[src/hw/rtl/nnis_pkg.sv]
package nnis_pkg;

   // Frame store geometry
   localparam int MAX_SRC_WIDTH  = 512;
   localparam int MAX_SRC_HEIGHT = 512;

   // Field and register widths
   localparam int SIZE_W  = 10;
   localparam int DST_W   = 12;
   localparam int COORD_W = 11;
   localparam int PIX_W   = 24;
   localparam int FRAC_W  = 16;

   // Datapath widths
   localparam int RATIO_W = SIZE_W + FRAC_W;
   localparam int PROD_W  = RATIO_W + COORD_W;
   localparam int SUM_W   = PROD_W + 1;
   localparam int SRC_W   = SUM_W - FRAC_W;
   localparam int COL_W   = $clog2(MAX_SRC_WIDTH);
   localparam int ROW_W   = $clog2(MAX_SRC_HEIGHT);
   localparam int DEPTH   = MAX_SRC_WIDTH * MAX_SRC_HEIGHT;
   localparam int ADDR_W  = $clog2(DEPTH);
   localparam int CNT_W   = $clog2(RATIO_W + 1);

   // One half in 22.16
   localparam logic [SUM_W-1:0] HALF = SUM_W'(1) << (FRAC_W - 1);

   // Configuration port
   localparam int CSR_IDX_W  = 2;
   localparam int CSR_DATA_W = 12;

   typedef enum logic [CSR_IDX_W-1:0] {
      CSR_SRC_WIDTH,
      CSR_SRC_HEIGHT,
      CSR_DST_WIDTH,
      CSR_DST_HEIGHT
   } csr_index_type;

   localparam logic [SIZE_W-1:0] SRC_SIZE_RESET = SIZE_W'(512);
   localparam logic [DST_W-1:0]  DST_SIZE_RESET = DST_W'(512);

   // Commands
   localparam logic CMD_WRITE = 1'b0;
   localparam logic CMD_READ  = 1'b1;

   // Frame store access, one per cycle unless the pipeline holds
   typedef struct packed {
      logic              wr;
      logic              rd;
      logic [ADDR_W-1:0] addr;
      logic [PIX_W-1:0]  data;
   } mem_req_type;

   // Source size limited to 1..maxv
   function automatic logic [SIZE_W-1:0] eff_src(logic [SIZE_W-1:0] v, int maxv);
      logic [SIZE_W-1:0] r;
      if (v == '0) r = SIZE_W'(1);
      else if (32'(v) > 32'(maxv)) r = SIZE_W'(maxv);
      else r = v;
      return r;
   endfunction

   // Destination size, zero taken as one
   function automatic logic [DST_W-1:0] eff_dst(logic [DST_W-1:0] v);
      return (v == '0) ? DST_W'(1) : v;
   endfunction

endpackage

[src/hw/rtl/nnis_ratio_div.sv]
// Restoring divider, one quotient bit per cycle.
module nnis_ratio_div (
   input  logic                           clock,
   input  logic                           reset,
   input  logic                           start,
   input  logic [nnis_pkg::RATIO_W-1:0]   dividend,
   input  logic [nnis_pkg::DST_W-1:0]     divisor,
   output logic                           busy,
   output logic [nnis_pkg::RATIO_W-1:0]   quotient
);
   import nnis_pkg::*;

   logic                busy_ff, busy_in;
   logic [CNT_W-1:0]    cnt_ff, cnt_in;
   logic [RATIO_W-1:0]  dvd_ff, dvd_in;
   logic [RATIO_W-1:0]  quo_ff, quo_in;
   logic [DST_W-1:0]    rem_ff, rem_in;
   logic [DST_W-1:0]    dvs_ff, dvs_in;
   logic [DST_W:0]      trial;
   logic                qbit;

   // One shift-subtract step
   always_comb begin
      trial   = {rem_ff, dvd_ff[RATIO_W-1]};
      qbit    = (trial >= {1'b0, dvs_ff});
      busy_in = busy_ff;
      cnt_in  = cnt_ff;
      dvd_in  = dvd_ff;
      quo_in  = quo_ff;
      rem_in  = rem_ff;
      dvs_in  = dvs_ff;
      if (start) begin
         busy_in = 1'b1;
         cnt_in  = CNT_W'(RATIO_W);
         dvd_in  = dividend;
         rem_in  = '0;
         dvs_in  = divisor;
      end else if (busy_ff) begin
         dvd_in = dvd_ff << 1;
         quo_in = {quo_ff[RATIO_W-2:0], qbit};
         rem_in = qbit ? DST_W'(trial - {1'b0, dvs_ff}) : trial[DST_W-1:0];
         cnt_in = cnt_ff - CNT_W'(1);
         if (cnt_ff == CNT_W'(1)) busy_in = 1'b0;
      end
   end

   always_ff @(posedge clock) begin
      if (reset) begin
         busy_ff <= 1'b0;
         cnt_ff  <= '0;
      end else begin
         busy_ff <= busy_in;
         cnt_ff  <= cnt_in;
      end
      dvd_ff <= dvd_in;
      quo_ff <= quo_in;
      rem_ff <= rem_in;
      dvs_ff <= dvs_in;
   end

   assign busy     = busy_ff;
   assign quotient = quo_ff;

endmodule

[config.mk]
export PLATFORM = sky130hd
export DESIGN_NAME = nnis_ratio_div
export DESIGN_NICKNAME = d
export VERILOG_FILES = /design/src/hw/rtl/nnis_pkg.sv /design/src/hw/rtl/nnis_ratio_div.sv
export SDC_FILE = /design/constraint.sdc
export NUM_CORES = 1
export LEC_CHECK = 0
export BUFFER_PORTS_ARGS = -buffer_cell sky130_fd_sc_hd__buf_2
export CAP_MARGIN = 5
export CELL_PAD_IN_SITES_DETAIL_PLACEMENT = 0
export CELL_PAD_IN_SITES_GLOBAL_PLACEMENT = 1
export CORE_MARGIN = 1
export CORE_UTILIZATION = 38
export DETAILED_ROUTE_END_ITERATION = 8
export GPL_ROUTABILITY_DRIVEN = 1
export PLACE_DENSITY = 0.71
export SETUP_SLACK_MARGIN = 0.5
export SLEW_MARGIN = 40
export SYNTH_ARGS = -nofsm -noshare
export SYNTH_HDL_FRONTEND = slang
export SYNTH_SLANG_ARGS = --single-unit
[constraint.sdc]
create_clock -name clock -period 2.8 [get_ports clock]
set_clock_uncertainty 0.15 [all_clocks]
set_input_delay 0.28 -clock clock [delete_from_list [all_inputs] [get_ports clock]]
set_output_delay 0.28 -clock clock [all_outputs]
set_load 0.01 [all_outputs]
==> summary.md, run 1 <==
| Metric | Value |
|---|---|
| Antenna diode count | 0 |
| Clock sinks | 82 |
| Warnings from Yosys | 0 |
| Number of distinct library cells after synthesis | 50 |
| CTS Buf Count | 9 |
| Ys flop type | edfxtp_1 |
| WL/cell | 14.4 um |
| Fraction of layout cells with a size suffix above 1 | between 40% and 50% |
| Gate Count Post-Synth | ~280 |
| Core area | between 0.009 and 0.01 mm^2 |
| All-Layer GR Usage | between 10% and 20% |
| Worst-Margin Slew | 0.571 ns |
| Vias/cell | 4.85 |
| DP HPWL | 4840 um |
| Final Hold Vio Count | 0 |
| Dpl ws | about 0.44 ns |
| Switch share | 27.0% |
| Max_cap viols | 0 |
| Leak Pwr | between 1.5 and 2 nW |
| CP required | 2.96 ns |
| Starting density of the core | about 40% |
| 1st-iter DRT viols | between 90 and 100 |
| DRT antenna net count | 0 |
| Critical Path Slowest Stage Cell | edfxtp_1 |
| Asr flop ratio synth | 0% |
| Die area | ~0.010 mm^2 |
| Proportion of netlist area held by the largest area contributor | around 51% |
| Row count | 35 |
| Setup TNS | 0 ns |
| Antenna violations before repair | 0 |
| Startpoint Class | flop |
| Clock Latency Late Sink | between 0.3 and 0.4 ns |
| Die width | around 100 um |
| Clk buf depth | 2 |
| Vias in the first global route | 2340 |
| Worst setup path class | flop to flop |
| Area leader, netlist | edfxtp_1 |
| Final slew viol count | 0 |
| Largest net degree at the start of global routing | 43 |
| Combinational share of power | between 15 and 20% |
| Number of enable flip-flop cells after synthesis | between 60 and 70 |
| DRC | 0 |
| Hold WS | about 0.072 ns |
| Final Critical Period | 2.24 ns |
| Max-slew headroom | about three fifths |
| Psw | ~0.73 mW |
| GPL Wtd Cong | ~0.76 |
| Seq/Total Area, Yosys | about three fifths |
| Final setup violating endpoints | 0 |
| Fin nets | 426 |
| Tcrit/Tclk final | between 80 and 90% |
| Grt ovf | 0 |
| Cell Pwr Density | around 570 mW/mm^2 |
| H-tree depth | 3 |
| Top-count cell post-synth | edfxtp_1 |
| RSZ-0062 raised after global routing | yes |
| Routed WL | between 7000 and 8000 um |
| Register share of total power | a little over half |
| Peak Freq | around 0.45 GHz |
| Die span in y | just over 100 um |
| Port Buffers | 67 |
| Int Power | about 2.0 mW |
| Status | completed |
| Crit. End Element | flop |
| PnR worst setup slack | 0.557 ns |
| Global-route wire length before repair | 11300 um |
| Syn Nets | 333 |
| WP data arrival | about 2.4 ns |
| Via count | 2446 |
| Area Overhead vs Synth | 26.4% |
| Clock tree root driver cell | clkbuf_8 |
| Yosys reg bits | 82 |
| Drt pass-1 iters | 7 |
| TritonCTS clock tree | yes |
| Crit-path cells | inv_1 -> ha_4 -> or2_1 -> a21oi_2 -> o21a_1 -> nor2_4 -> buf_4 -> o31ai_1 -> a31o_2 |
| Synth top area cells | edfxtp_1 (51%), dfxtp_1 (9.6%), mux2_2 (7.5%) |
| Clock transition at the registers of the reported paths | about 0.09 ns |
| CP Max Fanout | 6 |
| Top post-synthesis cells by count | edfxtp_1 (64), mux2_2 (25), inv_1 (20) |
| IO Pins | 68 |
| Hold/Removal Path Class | input pin to flop |
| Worst vdd ir | around 0.47 mV |
| Mapped Area | roughly 0.0037 mm^2 |
| Clock network power share | between 20% and 30% |
| Slowest stage delay, CP | about 0.38 ns |
| Syn Area/Cell | 13.5 um^2 |
-- sequential cells by signal, indices dropped and copies added, names as in the netlist --
name,flops
dvd_ff,26
rem_ff,12
cnt_ff,5
dvs_ff,12
quotient,26
busy,1
-- cell families (layout without fill, tap and decap cells) --
| family | after synthesis | in the layout | share of synthesized area (%) |
|---|---|---|---|
| AOI/OAI and AO/OA | 50 | 50 | 9.48 |
| xor gates and xnor gates | 11 | 11 | 2.57 |
| adders and majority gates | 15 | 15 | 5.21 |
| buffers and inverters | 28 | 126 | 4.11 |
| DFF | 82 | 82 | 60.9 |
| muxes | 34 | 34 | 10.1 |
| and+or+nand+nor | 57 | 57 | 7.68 |
-- per-layer routing --
metal / vias up / routed length (um) / track usage [%]
met5: - / 0 / 0
met3: 9 / 374 / 5.18
met1: 1161 / 3380 / 18.9
met2: 69 / 3380 / 23.4
met4: 0 / 91 / 4.35
li1: 1207 / - / -
-- critical path, delay by kind of cell, from the launching register on --
kind | cells | cell delay (ns)
AND/OR/NAND/NOR | 2 | 0.32
flip-flops | 1 | 0.38
adder cells (fa/ha/maj) | 1 | 0.22
AO/OA/AOI/OAI | 4 | 0.87
buffers and inverters | 2 | 0.26
-- cell type report --
type / instances / area [um^2]
clock buffers: 9 / 124
inverters: 20 / 75.1
clock inverters: 7 / 60.1
multi-input cells: 167 / 1480
repair buffers: 90 / 553
flip-flops and latches: 82 / 2280
fillers: 828 / 4680
well taps: 129 / 161
-- placed cells by master, fill, tap and decap left out, types with 2 or more instances in the layout --
master         instances
a211oi_1               2
a211oi_2               5
a21oi_1                9
a21oi_2                5
a311oi_1               2
buf_2                 67
buf_4                  9
clkbuf_8               9
clkinv_4               2
dfxtp_1               18
dlygate4sd3_1         13
edfxtp_1              64
ha_1                   4
ha_2                   2
ha_4                   8
inv_1                 18
inv_2                  2
inv_6                  4
mux2_2                25
mux2i_1                6
mux2i_2                2
nand2_1               15
nor2_1                17
nor2b_1                3
nor3_1                 5
nor3b_1                4
o21a_1                 3
o21ai_0                7
o22ai_1                2
or2_2                  2
xnor2_1                3
xor2_1                 8
-- final timing paths --
| kind | from | to | slack (ns) | cells past startpoint |
|---|---|---|---|---|
| setup / recovery | dvs_ff[9] | rem_ff[10] | 0.56 | 9 |
| hold / removal | dividend[19] | dvd_ff[19] | 0.07 | 2 |
| setup reg to reg | dvs_ff[9] | rem_ff[10] | 0.56 | 9 |
| hold reg to reg | quotient[1] | quotient[2] | 0.30 | 0 |
-- power groups by stage --
stage	Clock, mW	Combinational, mW	Sequential, mW
after floorplan	0	0.270	1.47
after global placement	0	0.363	1.47
after detailed placement	0	0.369	1.47
after CTS	0.847	0.394	1.45
after global routing	0.885	0.492	1.46
final	0.804	0.446	1.45
-- per-stage QoR --
stage,power [mW],area [um^2],std cells,utilization (%)
global placement,1.84,4200,469,44.6
finish,2.70,4740,504,50.3
detailed placement,1.84,4200,469,44.6
global route,2.84,4740,504,50.3
CTS,2.69,4550,499,48.3
floorplan,1.74,3750,277,-
-- timing repair --
item / 4_1_cts / 5_1_grt
setup buffers: 1 / 5
pin swaps: 1 / 11
endpoints found under the hold margin: 18 / 0
setup endpoints to repair: 5 / 11
hold buffers: 13 / 0
resized for setup: 4 / 23
Note: power is estimated with default switching activity, not from simulation.
==> run 2: changes to the inputs <==
Clock period 2.8 ns to 2.1 ns, I/O delays scaled along.
==> summary.md, run 2 (synthesized netlist as in run 1, its figures left out) <==
| Metric | Value |
|---|---|
| Crit path top cell by count | a211oi_2 |
| Most frequent cells in the layout | buf_2 (67), edfxtp_1 (64), dlygate4sd3_1 (39) |
| Grt ovf | 0 |
| Clock transition at the registers of the reported paths | ~0.090 ns |
| Largest net degree at the start of global routing | 27 |
| Final Critical Period | 2.13 ns |
| Antenna violations before repair | 0 |
| Hold WS | between 0.02 and 0.025 ns |
| CP required | 2.24 ns |
| WP data arrival | approximately 2.3 ns |
| Leak Pwr | 2.13 nW |
| TritonCTS clock tree | yes |
| Hold/Removal Path Class | input pin to flop |
| Worst setup path class | flop to flop |
| CP Max Fanout | 5 |
| R2r endpoint | rem_ff[0] |
| Max_cap viols | 0 |
| Hold Path Depth | 2 |
| Worst vdd ir | around 0.51 mV |
| Clock Latency Late Sink | 0.37 ns |
| PnR worst setup slack | -0.0323 ns |
| Crit-path cells | inv_2 -> ha_4 -> nand2_2 -> a211oi_2 -> a21oi_2 -> nor2_4 -> mux2_4 -> a211oi_2 |
| DRC | 0 |
| H-tree depth | 3 |
| Dpl ws | -0.0598 ns |
| DRT antenna net count | 0 |
| GPL Wtd Cong | between 0.8 and 0.9 |
| Antenna diode count | 0 |
| Psw | around 1.0 mW |
| Clk buf depth | 2 |
| Row count | 35 |
| Final Hold Vio Count | 0 |
| Worst R2R Start | dvs_ff[4] |
| Reg2reg setup slack | -0.03 ns |
| Tcrit/Tclk final | 102% |
| R2R cell count | 8 |
| All-Layer GR Usage | about 17% |
| Design Area, Final | approximately 0.0054 mm^2 |
| Area Overhead vs Synth | 44.4% |
| Fin nets | 482 |
| DP HPWL | around 5000 um |
| Drt pass-1 iters | 4 |
| Final slew viol count | 0 |
| Fraction of layout cells with a size suffix above 1 | between 40 and 50% |
| Switch share | about 26% |
| Worst-Margin Slew | 0.327 ns |
| CTS Buf Count | 9 |
| Status | complete, but fails checks |
| 1st-iter DRT viols | 59 |
| Dpl cell area | around 0.0046 mm^2 |
| Crit-path leading delay family | compound AO/OA/AOI/OAI gates |
| IO Pins | just under 70 |
| Hold Crit Start | dividend[13] |
| Via count | 2689 |
| WL/cell | about 14 um |
| Cell Pwr Density | between 700 and 800 mW/mm^2 |
| Register share of total power | between 40% and 50% |
| Vias in the first global route | between 2000 and 3000 |
| Hold Path Sink | dvd_ff[13] |
| Crit. End Element | flop |
| Die area | roughly 0.010 mm^2 |
| Clock sinks | 82 |
| Fin util | a little under three fifths |
| Vias/cell | about 4.8 |
| Slowest stage delay, CP | approximately 0.34 ns |
| Combinational share of power | a little under a fifth |
| Starting density of the core | 39.8% |
| Core area | 0.00942 mm^2 |
| Die span in y | between 100 and 150 um |
| Final setup violating endpoints | 6 |
| Clock tree root driver cell | clkbuf_8 |
| Max-slew headroom | 77.9% |
| Commonest non-fill, non-tap cell in the layout | buf_2 |
| Global-route wire length before repair | around 13000 um |
| Failing checks | negative setup slack |
| Die width | just over 100 um |
| Int Power | 2.98 mW |
| RSZ-0062 raised after global routing | yes |
| Clock network power share | roughly a third |
| Peak Freq | 0.469 GHz |
| Critical Path Slowest Stage Cell | edfxtp_1 |
| Routed WL | around 8100 um |
| Startpoint Class | flop |
| Worst path bufs/invs | 1 |
| Port Buffers | between 60 and 70 |
| Setup TNS | -0.0965 ns |
## run 2: how the worst max path moves through the flow
stage / to / slack (ns) / from / cells after the start
5_1_grt: rem_ff[6] / -0.12 / dvd_ff[25] / 9
6_report: rem_ff[0] / -0.03 / dvs_ff[4] / 8
3_3_place_gp: rem_ff[8] / -0.02 / dvs_ff[0] / 8
4_1_cts: rem_ff[10] / -0.04 / dvs_ff[0] / 7
3_5_place_dp: rem_ff[8] / -0.06 / dvs_ff[0] / 8
2_1_floorplan: rem_ff[10] / 0.05 / dvd_ff[25] / 9
## run 2: routing by layer
| metal | vias up | routed length [um] | GRT usage (%) |
|---|---|---|---|
| met5 | - | 0 | 0 |
| met4 | 0 | 170 | 7.69 |
| met3 | 12 | 301 | 4.69 |
| met2 | 57 | 3970 | 28.5 |
| met1 | 1298 | 3660 | 19.8 |
| li1 | 1322 | - | - |
## run 2: worst register-to-register path: stages, from the launching register on
cell and delay (ns):
edfxtp_1 0.34, inv_2 0.04, ha_4 0.30, nand2_2 0.10
a211oi_2 0.29, a21oi_2 0.12, nor2_4 0.23, mux2_4 0.33
a211oi_2 0.16
## run 2: power groups by stage
stage	logic, mW	registers (mW)	clock network (mW)
3_5_place_dp	0.617	1.97	0
6_report	0.767	1.93	1.32
5_1_grt	0.838	1.95	1.41
2_1_floorplan	0.411	1.97	0
4_1_cts	0.715	1.93	1.36
3_3_place_gp	0.611	1.96	0
## run 2: cell type report
type / count / area [um^2]
Clock buffer: 9 / 124
Clock inverter: 7 / 100
Fill cell: 764 / 4000
Inverter: 20 / 78.8
Multi-Input combinational cell: 167 / 1590
Sequential cell: 82 / 2280
Tap cell: 129 / 161
Timing Repair Buffer: 146 / 1070
## run 2: repair_timing
item	4_1_cts	5_1_grt
buffers inserted	7	6
pin swaps	17	8
hold buffers	39	0
hold endpoints to repair	44	0
resized for setup	15	20
setup endpoints to repair	14	42
## run 2: stage by stage
step	power [mW]	cells
detailed placement	2.59	492
finish	4.02	560
CTS	4.01	554
global placement	2.57	492
global route	4.19	560
floorplan	2.38	277
==> run 3: changes to the inputs <==
Settings changed: SETUP_SLACK_MARGIN 0.5 to 0.02.
==> summary.md, run 3 (synthesized netlist as in run 1, its figures left out) <==
| Metric | Value |
|---|---|
| Dpl ws | -0.154 ns |
| Pwr Total | between 3 and 4 mW |
| Clk buf depth | 2 |
| Clock tree root driver cell | clkbuf_8 |
| 1st-iter DRT viols | 68 |
| Port Buffers | 67 |
| Die width | 101 um |
| Final slew viol count | 0 |
| Fin util | 57.7% |
| Final Hold Vio Count | 0 |
| Vias in the first global route | roughly 2600 |
| Core area | between 0.009 and 0.01 mm^2 |
| IO Pins | 68 |
| R2r endpoint | rem_ff[10] |
| Antenna violations before repair | 0 |
| Crit path to | rem_ff[10] |
| TritonCTS clock tree | yes |
| Antenna diode count | 0 |
| Final Critical Period | between 2 and 2.5 ns |
| Startpoint Class | flop |
| Commonest non-fill, non-tap cell in the layout | buf_2 |
| Dpl cell area | approximately 0.0045 mm^2 |
| Via count | 2696 |
| Tcrit/Tclk final | 103% |
| DP HPWL | approximately 5000 um |
| Leak Pwr | between 2 and 2.5 nW |
| Drt pass-1 iters | 4 |
| Design Area, Final | 0.00543 mm^2 |
| Die span in y | between 100 and 150 um |
| Max_cap viols | 0 |
| WP data arrival | 2.28 ns |
| WL/cell | 13.5 um |
| CP Max Fanout | 4 |
| Hold/Removal Path Class | flop to flop |
| Worst R2R Start | dvd_ff[25] |
| Row count | 35 |
| Area Overhead vs Synth | 44.9% |
| Worst-Margin Slew | ~0.4 ns |
| All-Layer GR Usage | 15.8% |
| GPL Wtd Cong | between 0.8 and 0.9 |
| Worst setup startpoint | dvd_ff[25] |
| Failing checks | negative setup slack |
| Max-slew headroom | between 70 and 80% |
| Grt ovf | 0 |
| Peak Freq | approximately 0.46 GHz |
| Clock sinks | 82 |
| DRT antenna net count | 0 |
| Clock transition at the registers of the reported paths | ~0.09 ns |
| Largest net degree at the start of global routing | 27 |
| Starting density of the core | 39.8% |
| Worst setup path class | flop to flop |
| Post-route insts no fill | between 500 and 600 |
| Setup TNS | -0.350 ns |
| CTS Buf Count | 9 |
| Cell Pwr Density | between 700 and 800 mW/mm^2 |
| Global-route wire length before repair | 12300 um |
| Fraction of layout cells with a size suffix above 1 | a little under half |
| R2R cell count | 9 |
| DRC | 0 |
| Reg2reg setup slack | -0.07 ns |
| RSZ-0062 raised after global routing | yes |
| Clock Latency Late Sink | 0.35 ns |
| Routed WL | 7650 um |
| Placed Instances | between 500 and 600 |
| Die area | 0.0103 mm^2 |
| Most frequent cells in the layout | buf_2 (67), edfxtp_1 (64), dlygate4sd3_1 (40) |
| Crit. End Element | flop |
| Status | complete, but fails checks |
| PnR worst setup slack | -0.0720 ns |
| H-tree depth | 3 |
| Filler cell count | approximately 760 |
| Worst vdd ir | 0.470 mV |
| Fin nets | 490 |
| CP required | 2.21 ns |
| Vias/cell | 4.75 |
| Final setup violating endpoints | 10 |
| Hold WS | approximately 0.3 ns |
[run 3: cell count changes in the layout (fill, tap and decap cells not counted), moves of 2 or more]
cell,delta
buf_4,+4
buf_6,+4
inv_1,+3
inv_2,-2
[run 3: layout make-up]
cell class	instances	area (um^2)	share of cell area (%)
multi-input cells	167	1580	29.1
clock inverters	6	66.3	1.22
repair buffers	154	1130	20.9
clock buffers	10	128	2.35
well taps	129	161	2.97
inverters	20	75.1	1.38
flip-flops and latches	82	2280	42.1
[run 3: repair_timing]
item,in CTS,in global routing
hold endpoints to repair,46,0
cloned,0,0
hold buffers,40,0
setup endpoints to repair,12,12
buffers inserted,2,7
pin swaps,14,18
gates resized for setup,24,32
[run 3: report_power, final]
part	leakage, nW	switching, mW	internal (mW)
Combinational	1.29	0.350	0.429
Clock	0.0905	0.572	0.552
Sequential	0.769	0.0564	1.88
Total	2.15	0.978	2.86
[run 3: worst min path at each step]
stage | from | end | slack (ns) | depth (start not counted)
CTS | quotient[3] | quotient[4] | 0.31 | 0
floorplan | reset | busy | 0.13 | 1
global placement | divisor[5] | dvs_ff[5] | 0.24 | 1
finish | quotient[18] | quotient[19] | 0.30 | 0
detailed placement | divisor[11] | dvs_ff[11] | 0.24 | 1
global route | quotient[22] | quotient[23] | 0.31 | 0
[run 3: worst max-delay path, stage by stage (launching register included)]
cell,delay (ns)
edfxtp_1,0.38
inv_2,0.10
ha_4,0.16
fa_2,0.21
nand2b_4,0.14
a21oi_4,0.05
o311a_4,0.39
o21ai_2,0.15
o311ai_2,0.12
a31o_2,0.22
[run 3: routing by layer]
metal  vias to the layer above  part of all wire, %  GRT usage [%]
met5                         -                    0              0
met4                         0                  1.0           6.02
met3                         8                  4.5           4.97
met2                        70                   49           25.7
met1                      1276                   46           19.9
li1                       1342                    -              -
