## config.mk

```make
export PLATFORM = sky130hd
export DESIGN_NAME = nnis_coord_pipe
export DESIGN_NICKNAME = d
export VERILOG_FILES = /design/src/hw/rtl/nnis_pkg.sv /design/src/hw/rtl/nnis_coord_pipe.sv
export SDC_FILE = /design/constraint.sdc
export NUM_CORES = 1
export LEC_CHECK = 0
export BUFFER_PORTS_ARGS = -buffer_cell sky130_fd_sc_hd__buf_2
export CORE_MARGIN = 8
export CORE_UTILIZATION = 39
export DETAILED_ROUTE_END_ITERATION = 7
export PLACE_DENSITY = 0.67
export SYNTH_ARGS = -nofsm -noshare
export SYNTH_HDL_FRONTEND = slang
export SYNTH_SLANG_ARGS = --single-unit
```

## constraint.sdc

```tcl
create_clock -name clock -period 9 [get_ports clock]
set_input_delay 0.45 -clock clock [delete_from_list [all_inputs] [get_ports clock]]
set_output_delay 0.45 -clock clock [all_outputs]
set_load 0.01 [all_outputs]
```

## src/hw/rtl/nnis_pkg.sv

```systemverilog
package nnis_pkg;

   // Frame store geometry
   localparam int MAX_SRC_WIDTH  = 512;
   localparam int MAX_SRC_HEIGHT = 512;

   // Field and register widths
   localparam int SIZE_W  = 10;
   localparam int DST_W   = 12;
   localparam int COORD_W = 11;
   localparam int PIX_W   = 24;
   localparam int FRAC_W  = 16;

   // Datapath widths
   localparam int RATIO_W = SIZE_W + FRAC_W;
   localparam int PROD_W  = RATIO_W + COORD_W;
   localparam int SUM_W   = PROD_W + 1;
   localparam int SRC_W   = SUM_W - FRAC_W;
   localparam int COL_W   = $clog2(MAX_SRC_WIDTH);
   localparam int ROW_W   = $clog2(MAX_SRC_HEIGHT);
   localparam int DEPTH   = MAX_SRC_WIDTH * MAX_SRC_HEIGHT;
   localparam int ADDR_W  = $clog2(DEPTH);
   localparam int CNT_W   = $clog2(RATIO_W + 1);

   // One half in 22.16
   localparam logic [SUM_W-1:0] HALF = SUM_W'(1) << (FRAC_W - 1);

   // Configuration port
   localparam int CSR_IDX_W  = 2;
   localparam int CSR_DATA_W = 12;

   typedef enum logic [CSR_IDX_W-1:0] {
      CSR_SRC_WIDTH,
      CSR_SRC_HEIGHT,
      CSR_DST_WIDTH,
      CSR_DST_HEIGHT
   } csr_index_type;

   localparam logic [SIZE_W-1:0] SRC_SIZE_RESET = SIZE_W'(512);
   localparam logic [DST_W-1:0]  DST_SIZE_RESET = DST_W'(512);

   // Commands
   localparam logic CMD_WRITE = 1'b0;
   localparam logic CMD_READ  = 1'b1;

   // Frame store access, one per cycle unless the pipeline holds
   typedef struct packed {
      logic              wr;
      logic              rd;
      logic [ADDR_W-1:0] addr;
      logic [PIX_W-1:0]  data;
   } mem_req_type;

   // Source size limited to 1..maxv
   function automatic logic [SIZE_W-1:0] eff_src(logic [SIZE_W-1:0] v, int maxv);
      logic [SIZE_W-1:0] r;
      if (v == '0) r = SIZE_W'(1);
      else if (32'(v) > 32'(maxv)) r = SIZE_W'(maxv);
      else r = v;
      return r;
   endfunction

   // Destination size, zero taken as one
   function automatic logic [DST_W-1:0] eff_dst(logic [DST_W-1:0] v);
      return (v == '0) ? DST_W'(1) : v;
   endfunction

endpackage

```

## src/hw/rtl/nnis_coord_pipe.sv

```systemverilog
// Coordinate mapping: multiply, round and clamp for reads (writes keep their coordinates), then store address.
module nnis_coord_pipe (
   input  logic                          clock,
   input  logic                          reset,
   input  logic                          en,
   input  logic                          accept,
   input  logic                          command,
   input  logic [nnis_pkg::COORD_W-1:0]  coord_x,
   input  logic [nnis_pkg::COORD_W-1:0]  coord_y,
   input  logic [nnis_pkg::PIX_W-1:0]    pixel_in,
   input  logic [nnis_pkg::RATIO_W-1:0]  ratio_x,
   input  logic [nnis_pkg::RATIO_W-1:0]  ratio_y,
   input  logic [nnis_pkg::SIZE_W-1:0]   src_w,
   input  logic [nnis_pkg::SIZE_W-1:0]   src_h,
   output nnis_pkg::mem_req_type         mem_req
);
   import nnis_pkg::*;

   // Stage 0: captured transaction
   logic                v0_ff;
   logic                cmd0_ff;
   logic [COORD_W-1:0]  x0_ff, y0_ff;
   logic [PIX_W-1:0]    pix0_ff;
   // Stage 1: products
   logic                v1_ff;
   logic                cmd1_ff;
   logic [COORD_W-1:0]  x1_ff, y1_ff;
   logic [PIX_W-1:0]    pix1_ff;
   logic [PROD_W-1:0]   prodx1_ff, prody1_ff, prodx1_in, prody1_in;
   // Stage 2: store coordinates
   logic                wr2_ff, rd2_ff, wr2_in, rd2_in;
   logic [COL_W-1:0]    col2_ff, col2_in;
   logic [ROW_W-1:0]    row2_ff, row2_in;
   logic [PIX_W-1:0]    pix2_ff;
   // Stage 3: store access
   mem_req_type         req3_ff, req3_in;

   logic [SUM_W-1:0]    sumx, sumy;
   logic [SRC_W-1:0]    sx, sy;
   logic [SIZE_W-1:0]   wm1, hm1;
   logic                in_bounds;

   // Ratio times destination coordinate
   assign prodx1_in = PROD_W'(ratio_x) * PROD_W'(x0_ff);
   assign prody1_in = PROD_W'(ratio_y) * PROD_W'(y0_ff);

   // Round to nearest, clamp to last source pixel
   always_comb begin
      sumx = SUM_W'(prodx1_ff) + HALF;
      sumy = SUM_W'(prody1_ff) + HALF;
      sx   = sumx[SUM_W-1:FRAC_W];
      sy   = sumy[SUM_W-1:FRAC_W];
      wm1  = src_w - SIZE_W'(1);
      hm1  = src_h - SIZE_W'(1);
      in_bounds = (32'(x1_ff) < 32'(MAX_SRC_WIDTH)) && (32'(y1_ff) < 32'(MAX_SRC_HEIGHT));
      wr2_in = v1_ff && (cmd1_ff == CMD_WRITE) && in_bounds;
      rd2_in = v1_ff && (cmd1_ff == CMD_READ);
      if (cmd1_ff == CMD_READ) begin
         col2_in = (sx > SRC_W'(wm1)) ? COL_W'(wm1) : COL_W'(sx);
         row2_in = (sy > SRC_W'(hm1)) ? ROW_W'(hm1) : ROW_W'(sy);
      end else begin
         col2_in = COL_W'(x1_ff);
         row2_in = ROW_W'(y1_ff);
      end
   end

   // Row-major address
   always_comb begin
      req3_in.wr   = wr2_ff;
      req3_in.rd   = rd2_ff;
      req3_in.addr = ADDR_W'(row2_ff) * ADDR_W'(MAX_SRC_WIDTH) + ADDR_W'(col2_ff);
      req3_in.data = pix2_ff;
   end

   // Control, cleared on reset; the store request is kept in this one process
   always_ff @(posedge clock) begin
      if (reset) begin
         v0_ff      <= 1'b0;
         v1_ff      <= 1'b0;
         wr2_ff     <= 1'b0;
         rd2_ff     <= 1'b0;
         req3_ff.wr <= 1'b0;
         req3_ff.rd <= 1'b0;
      end else if (en) begin
         v0_ff        <= accept;
         v1_ff        <= v0_ff;
         wr2_ff       <= wr2_in;
         rd2_ff       <= rd2_in;
         req3_ff.wr   <= req3_in.wr;
         req3_ff.rd   <= req3_in.rd;
         req3_ff.addr <= req3_in.addr;
         req3_ff.data <= req3_in.data;
      end
   end

   // Payload
   always_ff @(posedge clock) begin
      if (en) begin
         if (accept) begin
            cmd0_ff <= command;
            x0_ff   <= coord_x;
            y0_ff   <= coord_y;
            pix0_ff <= pixel_in;
         end
         cmd1_ff      <= cmd0_ff;
         x1_ff        <= x0_ff;
         y1_ff        <= y0_ff;
         pix1_ff      <= pix0_ff;
         prodx1_ff    <= prodx1_in;
         prody1_ff    <= prody1_in;
         col2_ff      <= col2_in;
         row2_ff      <= row2_in;
         pix2_ff      <= pix1_ff;
      end
   end

   assign mem_req = req3_ff;

endmodule

```

==> reports/metrics.yaml, run 1 <==
finalHoldViolCount: 0
synth_cells: 2382
ant_nets: 0
fmax_mhz: 148.1
cts_root_buffer: "clkbuf_16"
r2r-end: "prody1_ff[27]$_DFFE_PP_"
avgSynthCellArea_um2: 10.60
arrival_ns: 7.03
die_x_um: 270.5
leakage_nw: 12.53
std_cell_rows: 93
final_net_count: 3206
yosys_most_used_dff: "edfxtp_1"
nFillCells: 6024
clock_sinks: 228
syn_area_um2: 25250
cp_num_buf_inv: 3
synth_edf_count: 222
post_cts_buffers: 0
min_from: "pixel_in[15]"
status: "complete, no violations"
dp_hpwl_mm: 46.56
antenna_found_initial: 6
fin_crit_ns: 6.753
io_buffers: 166
ys_seq_area_frac: 0.2688
hold_depth: 1
ctsLongestPathBuffers: 3
drv_slew: 0
critical_path_class: "register to register"
vdd_drop_max_uv: 303.7
cp_max_fo: 27
slowest_delay_ns: 1.09
multi_input_area_um2: 16540
num_io_pins: 167
synth_nets: 3101
final_cell_mix: "fa_1, nand2_1, inv_1, edfxtp_1, and2_1"
detailedPlace.worstSlack_ns: 2.362
clock_latency_ns: 0.54
core_um2: 64230
drt-total-wl_mm: 60.76
first_pass_iters: 5
initial_core_util: 0.3931
setup_ws_ns: 2.247
grtUsageTotal: 0.1660
clk_pin_slew_ns: 0.07
rsz0062_at_grt: "false"
syn_to_final_growth_pct: 9.325
die_h_um: 270.5
worst-path-stages: 19
ys_warn_count: 0
endpoint: "prody1_ff[27]$_DFFE_PP_"
relSlewSlack: 0.2201
r2r_start: "y0_ff[2]$_DFFE_PP_"
drc: 0
power.density_nw_per_um2: 328.5
worstPathRequired_ns: 9.28
drt_iter0_drc: 1087
min_period_over_period: 0.7503
vias: 17350
viasPerCell: 5.160
finalSetupViolCount: 0
seq_area_um2: 6787
dieArea_um2: 73150
grt_pass1_wl_mm: 99.80
path_common_cell: "fa_1"
ys_ff_latch: 228
maxCapViolCount: 0
fin_total_pwr_mw: 9.069
post_drt_wl_per_cell_um: 18.07
layout-drive-gt1-share: 0.1018
final_common_cell: "fa_1"
worstSetupEndpointType: "register"
clock_skew_ns: 0.009199
grt_pass1_vias: 19220
startpoint_type: "register"
async_flop_share: 0
critical_path.top_delay_family: "adder cells"
critPathSlowestCell: "edfxtp_1"
gp_congestion: 0.8848
cts_tree: "done"
hold_path.class: "primary input to register"
tightest_slew_ns: 1.170
fin_setup_tns_ns: 0
path_cells: "nand2_1 > fa_1 > inv_1 > fa_1 > ha_1 > inv_1 > fa_1 > fa_1 > inv_1 > ha_1 > a2111oi_0 > o21ai_0 > a32oi_1 > o211ai_1 > o211a_1 > o22ai_1 > o21bai_1 > a211oi_1 > nor2_1"
htree_levels: 1
cts_buffers: 23
regToRegSetupSlack_ns: 2.25
ys_types: 76
cts_resized: 0
ff2ff_path_depth: 19
grt_max_degree: 79
cts_hold_repair.buffers: 0
crit_start: "y0_ff[2]$_DFFE_PP_"
grt-ovfl-total: 0
metrics by stage:
step,cell area [µm²],instances,util,hold WS [ns]
floorplan,25250,2382,-,0.4003
global placement,26900,3317,0.4188,0.4003
detailed placement,26900,3317,0.4188,0.4045
CTS,27600,3359,0.4297,0.05619
global route,27600,3361,0.4298,0.05620
finish,27610,3362,0.4298,0.08568
flip-flops by register name (all words and copies together), names as in the netlist, 9 cells and up:
| signal | cells |
|---|---|
| col2_ff | 9 |
| mem_req | 44 |
| pix0_ff | 24 |
| pix1_ff | 24 |
| pix2_ff | 24 |
| prodx1_ff | 22 |
| prody1_ff | 22 |
| row2_ff | 9 |
| x0_ff | 11 |
| x1_ff | 11 |
| y0_ff | 11 |
| y1_ff | 11 |
power breakdown:
part	internal, mW	switching [mW]
sequential	1.64	0.139
combinational	2.77	3.61
clock	0.476	0.424
total	4.89	4.17
per-layer routing:
layer / GRT usage / share of wire / up-vias
li1: - / - / 7693
met1: 0.2151 / 0.42 / 8871
met2: 0.2831 / 0.48 / 654
met3: 0.02752 / 0.071 / 125
met4: 0.05128 / 0.026 / 6
met5: 0 / 0.00067 / -
cell usage after synthesis (3+ instances only):
cell,number,area (µm²)
a211oi_1,6,45.04
a21o_1,30,225.2
a21oi_1,41,205.2
a31o_2,7,61.31
a31oi_1,5,31.28
and2_1,207,1295
and3_1,7,43.79
buf_6,3,33.78
clkbuf_1,103,386.6
dfxtp_1,6,120.1
edfxtp_1,222,6666
fa_1,428,8568
ha_1,168,2102
inv_1,399,1498
mux2_2,3,33.78
mux2i_1,5,50.05
nand2_1,413,1550
nand2b_1,7,43.79
nand3_1,26,130.1
nand3b_1,10,75.07
nand4_1,15,93.84
nand4b_1,3,26.28
nor2_1,46,172.7
nor2b_1,12,75.07
nor3_1,14,70.07
o211a_1,3,30.03
o211ai_1,5,37.54
o21a_1,7,52.55
o21ai_0,18,90.09
o21ai_1,4,20.02
o21bai_1,5,37.54
o221ai_1,5,43.79
o221ai_2,4,60.06
o22ai_1,4,25.02
o31ai_1,3,22.52
or2_0,8,50.05
or3_1,3,18.77
or4_1,3,22.52
xnor2_1,51,446.7
xor2_1,26,227.7
final cells by class:
type | instances | area share
multi-input combinational | 1646 | 0.5990
sequential | 228 | 0.2458
inverter | 399 | 0.05425
tap | 855 | 0.03875
timing repair buffer | 189 | 0.03658
clock buffer | 24 | 0.02098
clock inverter | 18 | 0.004306
antenna | 3 | 0.0002719
how the worst min path moves through the flow:
stage | to | slack, ns
after floorplan | cmd1_ff$_DFFE_PP_ | 0.40
after global placement | pix1_ff[15]$_DFFE_PP_ | 0.40
after detailed placement | mem_req[25]$_DFFE_PP_ | 0.40
after CTS | pix0_ff[12]$_DFFE_PP_ | 0.06
after global routing | y0_ff[6]$_DFFE_PP_ | 0.06
final | pix0_ff[15]$_DFFE_PP_ | 0.09
kinds of logic (layout without fill, tap and decap cells):
logic type	after synthesis	count (layout)	share of synthesized area
AOI/OAI and AO/OA	171	171	0.04891
xor gates and xnor gates	77	77	0.02671
adders and majority gates	596	596	0.4226
buffers and inverters	508	630	0.07670
DFF	228	228	0.2688
muxes	9	9	0.003766
other	0	3	0
and+or+nand+nor	793	793	0.1526
No activity file was read; power rests on OpenSTA's default activity.
==> run 2: changes to the inputs <==
clock period = 6.94 ns   (was 9 ns; I/O delays follow)
==> run 2 against run 1 <==
Net effect: flip-flop and latch count unchanged; global-route usage increased by 0.38 points; count of clock-buffer cells in the layout increased by 3; routed wire length increased by 2.6%; via count decreased by 0.10%; first-iteration DRC count increased by 5.9%; die area unchanged; clock power increased by 53%; core utilization increased by 1.1 points; sequential share of layout area decreased by 0.59 points; critical path depth unchanged; final area increased by 2.5%; largest power group unchanged; highest routed layer unchanged.
==> reports/metrics.yaml, run 2 (synthesized netlist as in run 1, its figures left out) <==
core_um2: 64230
min_period_over_period: 0.9295
p_sw_frac: 0.4514
largest_reg_flops: 44
startpoint_type: "register"
status: "complete, no violations"
cts_buffers: 25
drc: 0
antenna_found_initial: 4
fin_total_pwr_mw: 12.00
post_drt_wl_per_cell_um: 18.23
p_sw_mw: 5.416
clock_sinks: 228
drt_iter0_drc: 1151
rsz0062_at_grt: "false"
dp_hpwl_mm: 48.56
drt-total-wl_mm: 62.32
power.density_nw_per_um2: 424.2
clk_pin_slew_ns: 0.06
finalHoldViolCount: 0
dieArea_um2: 73150
num_io_pins: 167
detailedPlace.worstSlack_ns: 0.5589
ant_nets: 0
htree_levels: 1
grtUsageTotal: 0.1698
p_clk_frac: 0.115
final_common_cell: "fa_1"
arrival_ns: 6.74
die_x_um: 270.5
vias: 17330
finalSetupViolCount: 0
worstPathRequired_ns: 7.22
grt_pass1_vias: 19210
initial_core_util: 0.3931
internal_power_mw: 6.583
stdcell_area_um2: 28290
combPwrFrac: 0.690
worstSetupEndpointType: "register"
cts_resized: 0
clock_skew_ns: 0.008218
ctsLongestPathBuffers: 3
place_area_um2: 26980
r2r_start: "y0_ff[4]$_DFFE_PP_"
setup_ws_ns: 0.4894
final_cell_mix: "fa_1, nand2_1, inv_1, edfxtp_1, and2_1"
power_frac_seq: 0.195
final_net_count: 3264
io_buffers: 166
cp_max_fo: 14
relSlewSlack: 0.3690
seq_area_um2: 6787
viasPerCell: 5.069
grt_max_degree: 73
critical_path_class: "register to register"
hold_path.class: "primary input to register"
cts_root_buffer: "clkbuf_16"
fin_crit_ns: 6.451
fmax_mhz: 155.0
die_h_um: 270.5
maxCapViolCount: 0
whs_endpoint: "x0_ff[6]$_DFFE_PP_"
min_from: "coord_x[6]"
ff2ff_path_depth: 19
tightest_slew_ns: 0.9465
gp_congestion: 0.9315
syn_to_final_growth_pct: 12.02
clock_latency_ns: 0.54
hold_depth: 1
dp.cells: 3327
regToRegSetupSlack_ns: 0.49
r2r-end: "prody1_ff[30]$_DFFE_PP_"
grt-ovfl-total: 0
std_cell_rows: 93
layout-drive-gt1-share: 0.1081
first_pass_iters: 5
grt_pass1_wl_mm: 101.3
fin_setup_tns_ns: 0
leakage_nw: 12.85
multi_input_area_um2: 16540
drv_slew: 0
vdd_drop_max_uv: 370.6
nFillCells: 5999
cts_tree: "done"
stdcell_count: 3419
==> run 2: cell types whose count changed in the layout (fill, tap and decap cells not counted), sizes merged <==
cell / change
buf: +14
bufinv: +4
clkbuf: +3
clkinv: -5
diode: -2
dlygate4sd3: +42
inv: +1
==> run 2: cell type report <==
type                       instances  area share
clock buffer                      27     0.02238
multi-input combinational       1646      0.5846
tap                              855     0.03782
inverter                         399     0.05295
timing repair buffer             245     0.05428
sequential                       228      0.2399
antenna                            1  0.00008847
clock inverter                    18    0.007918
==> run 2: through the flow <==
stage	util	hold WS, ns
3_3_place_gp	0.4200	0.4002
4_1_cts	0.4399	0.006224
5_1_grt	0.4404	0.01806
2_1_floorplan	-	0.4003
3_5_place_dp	0.4200	0.4045
6_report	0.4404	0.01775
==> run 2: layer usage <==
layer | up-vias | share of wire | track usage
li1 | 7806 | - | -
met1 | 8813 | 0.42 | 0.2223
met2 | 603 | 0.49 | 0.2903
met3 | 107 | 0.067 | 0.02973
met4 | 2 | 0.024 | 0.04241
met5 | - | 0.00021 | 0
==> run 2: how the worst max path moves through the flow <==
stage / endpoint / slack [ns] / from / cells past startpoint
finish: prody1_ff[30]$_DFFE_PP_ / 0.49 / y0_ff[4]$_DFFE_PP_ / 19
global route: prody1_ff[27]$_DFFE_PP_ / 0.04 / y0_ff[4]$_DFFE_PP_ / 19
CTS: prody1_ff[30]$_DFFE_PP_ / 0.51 / y0_ff[3]$_DFFE_PP_ / 19
detailed placement: prody1_ff[30]$_DFFE_PP_ / 0.56 / y0_ff[3]$_DFFE_PP_ / 19
global placement: prodx1_ff[36]$_DFFE_PP_ / 0.69 / x0_ff[5]$_DFFE_PP_ / 19
floorplan: prodx1_ff[36]$_DFFE_PP_ / 1.28 / x0_ff[2]$_DFFE_PP_ / 23
==> run 2: power groups by stage <==
stage               clock, mW  combinational (mW)  sequential [mW]
finish                   1.38                8.28             2.34
global route             1.48                9.42             2.37
floorplan                   0                6.32             2.29
CTS                      1.43                8.31             2.34
global placement            0                7.98             2.35
detailed placement          0                8.20             2.36
==> run 2: repair_timing <==
item | CTS | global route
endpoints found under the hold margin | 42 | 0
setup buffers | 0 | 4
endpoints found under the setup margin | 0 | 1
hold buffers | 42 | 0
==> run 2: critical path: stages (launching register included) <==
cell and delay (ns):
edfxtp_1 0.77, nand2_1 0.14, fa_1 0.51, inv_1 0.05
fa_1 0.45, ha_1 0.29, inv_1 0.04, fa_1 0.45
fa_1 0.50, inv_1 0.04, ha_1 0.30, a2111oi_0 0.49
o21ai_0 0.30, a32oi_1 0.45, o211ai_1 0.32, o211a_1 0.33
o22ai_1 0.25, o21bai_1 0.16, a21o_1 0.20, xor2_1 0.13
==> run 3: changes to the inputs <==
CORE_ASPECT_RATIO = 1.2   (was not set)
HOLD_SLACK_MARGIN = 0.08   (was not set)
==> run 3 against run 2 <==
Net effect: clock power hardly changed; worst setup slack worse by 0.031 ns; worst hold slack better by 0.097 ns; largest power group unchanged; sequential share of layout area hardly changed; routed wire length is 2.9% lower; critical endpoint unchanged; final cell count is 0.61% lower; fmax is 0.47% lower.
==> reports/metrics.yaml, run 3 (synthesized netlist as in run 1, its figures left out) <==
status: "complete, no violations"
cp_max_fo: 18
r2r-end: "prody1_ff[30]$_DFFE_PP_"
die_x_um: 248.3
whs_endpoint: "wr2_ff$_SDFFE_PP0P_"
clock_sinks: 228
clock_latency_ns: 0.52
post_cts_buffers: 0
finalSetupViolCount: 0
final_util: 0.4395
fin_crit_ns: 6.481
cts_root_buffer: "clkbuf_16"
viasPerCell: 5.111
ant_nets: 0
worstSetupEndpointType: "register"
seq_area_um2: 6787
core_um2: 64320
grt_pass1_wl_mm: 98.30
r2r_start: "y0_ff[2]$_DFFE_PP_"
startpoint_type: "register"
first_pass_iters: 5
cts_resized: 0
fin_setup_tns_ns: 0
leakage_nw: 12.85
relSlewSlack: 0.3743
die_h_um: 294.7
antenna_found_initial: 1
clk_pin_slew_ns: 0.06
maxCapViolCount: 0
ctsLongestPathBuffers: 3
detailedPlace.worstSlack_ns: 0.5036
final_common_cell: "fa_1"
dieArea_um2: 73180
setup_ws_ns: 0.4587
nFillCells: 6024
worstPathRequired_ns: 7.19
largest_reg_flops: 44
arrival_ns: 6.74
drt-total-wl_mm: 60.49
final_net_count: 3266
min_period_over_period: 0.9339
rsz0062_at_grt: "false"
post_drt_wl_per_cell_um: 17.80
regToRegSetupSlack_ns: 0.46
min_from: "reset"
dp_hpwl_mm: 48.08
drv_slew: 0
std_cell_rows: 102
grt-ovfl-total: 0
grtUsageTotal: 0.1668
final_cell_mix: "fa_1, nand2_1, inv_1, edfxtp_1, and2_1"
ff2ff_path_depth: 19
finalHoldViolCount: 0
grt_max_degree: 98
drc: 0
hold_path.class: "primary input to register"
io_buffers: 166
drt_iter0_drc: 923
vdd_drop_max_uv: 344.4
multi_input_area_um2: 16540
cts_hold_repair.buffers: 47
hold_depth: 2
clock_skew_ns: 0.01709
syn_to_final_growth_pct: 11.95
cts_buffers: 26
cts_tree: "done"
initial_core_util: 0.3926
htree_levels: 1
grt_pass1_vias: 19450
critical_path_class: "register to register"
fin_hold_ws_ns: 0.1151
tightest_slew_ns: 0.9386
num_io_pins: 167
gp_congestion: 0.9051
fmax_mhz: 154.3
vias: 17370
power.density_nw_per_um2: 421.4
layout-drive-gt1-share: 0.1053
## run 3: worst max-delay path by stage
stage / start / to / depth (start not counted)
2_1_floorplan: x0_ff[2]$_DFFE_PP_ / prodx1_ff[36]$_DFFE_PP_ / 23
3_5_place_dp: x0_ff[6]$_DFFE_PP_ / prodx1_ff[36]$_DFFE_PP_ / 18
4_1_cts: x0_ff[6]$_DFFE_PP_ / prodx1_ff[36]$_DFFE_PP_ / 18
5_1_grt: y0_ff[2]$_DFFE_PP_ / prody1_ff[30]$_DFFE_PP_ / 19
6_report: y0_ff[2]$_DFFE_PP_ / prody1_ff[30]$_DFFE_PP_ / 19
3_3_place_gp: x0_ff[6]$_DFFE_PP_ / prodx1_ff[36]$_DFFE_PP_ / 18
## run 3: area by class of cell
type / count / area share
sequential: 228 / 0.2401
clock buffer: 31 / 0.02443
antenna: 1 / 0.00008852
tap: 832 / 0.03683
inverter: 399 / 0.05298
multi-input combinational: 1646 / 0.5850
timing repair buffer: 246 / 0.05502
clock inverter: 15 / 0.005577
## run 3: per-layer routing
| layer | share of wire | track usage | up-vias |
|---|---|---|---|
| met5 | 0 | 0 | - |
| met4 | 0.032 | 0.05547 | 0 |
| met3 | 0.063 | 0.02447 | 132 |
| met2 | 0.52 | 0.3078 | 560 |
| met1 | 0.39 | 0.1958 | 8878 |
| li1 | - | - | 7797 |
## run 3: through the flow
stage | cell area, µm² | std cells | total power [mW]
2_1_floorplan | 25250 | 2382 | 8.605
3_3_place_gp | 26950 | 3304 | 10.35
3_5_place_dp | 26950 | 3304 | 10.55
4_1_cts | 28270 | 3397 | 12.01
5_1_grt | 28270 | 3398 | 13.17
6_report | 28270 | 3398 | 11.91
## run 3: worst max-delay path: stages, from the launching register on
cell and delay [ns]:
edfxtp_1 0.92, nand2_1 0.18, fa_1 0.57, inv_1 0.05, fa_1 0.45, ha_1 0.29, inv_1 0.05, fa_1 0.45
fa_1 0.49, inv_1 0.05, ha_1 0.30, a2111oi_0 0.36, o21ai_0 0.22, a32oi_1 0.42, o211ai_1 0.30, o211a_1 0.32
o22ai_1 0.27, o21bai_1 0.16, a21o_1 0.20, xor2_1 0.13
## run 3: where the power goes
group	total, mW	switching (mW)	internal (mW)
logic	8.22	4.59	3.63
clock network	1.35	0.532	0.819
registers	2.34	0.202	2.13
total	11.9	5.32	6.59
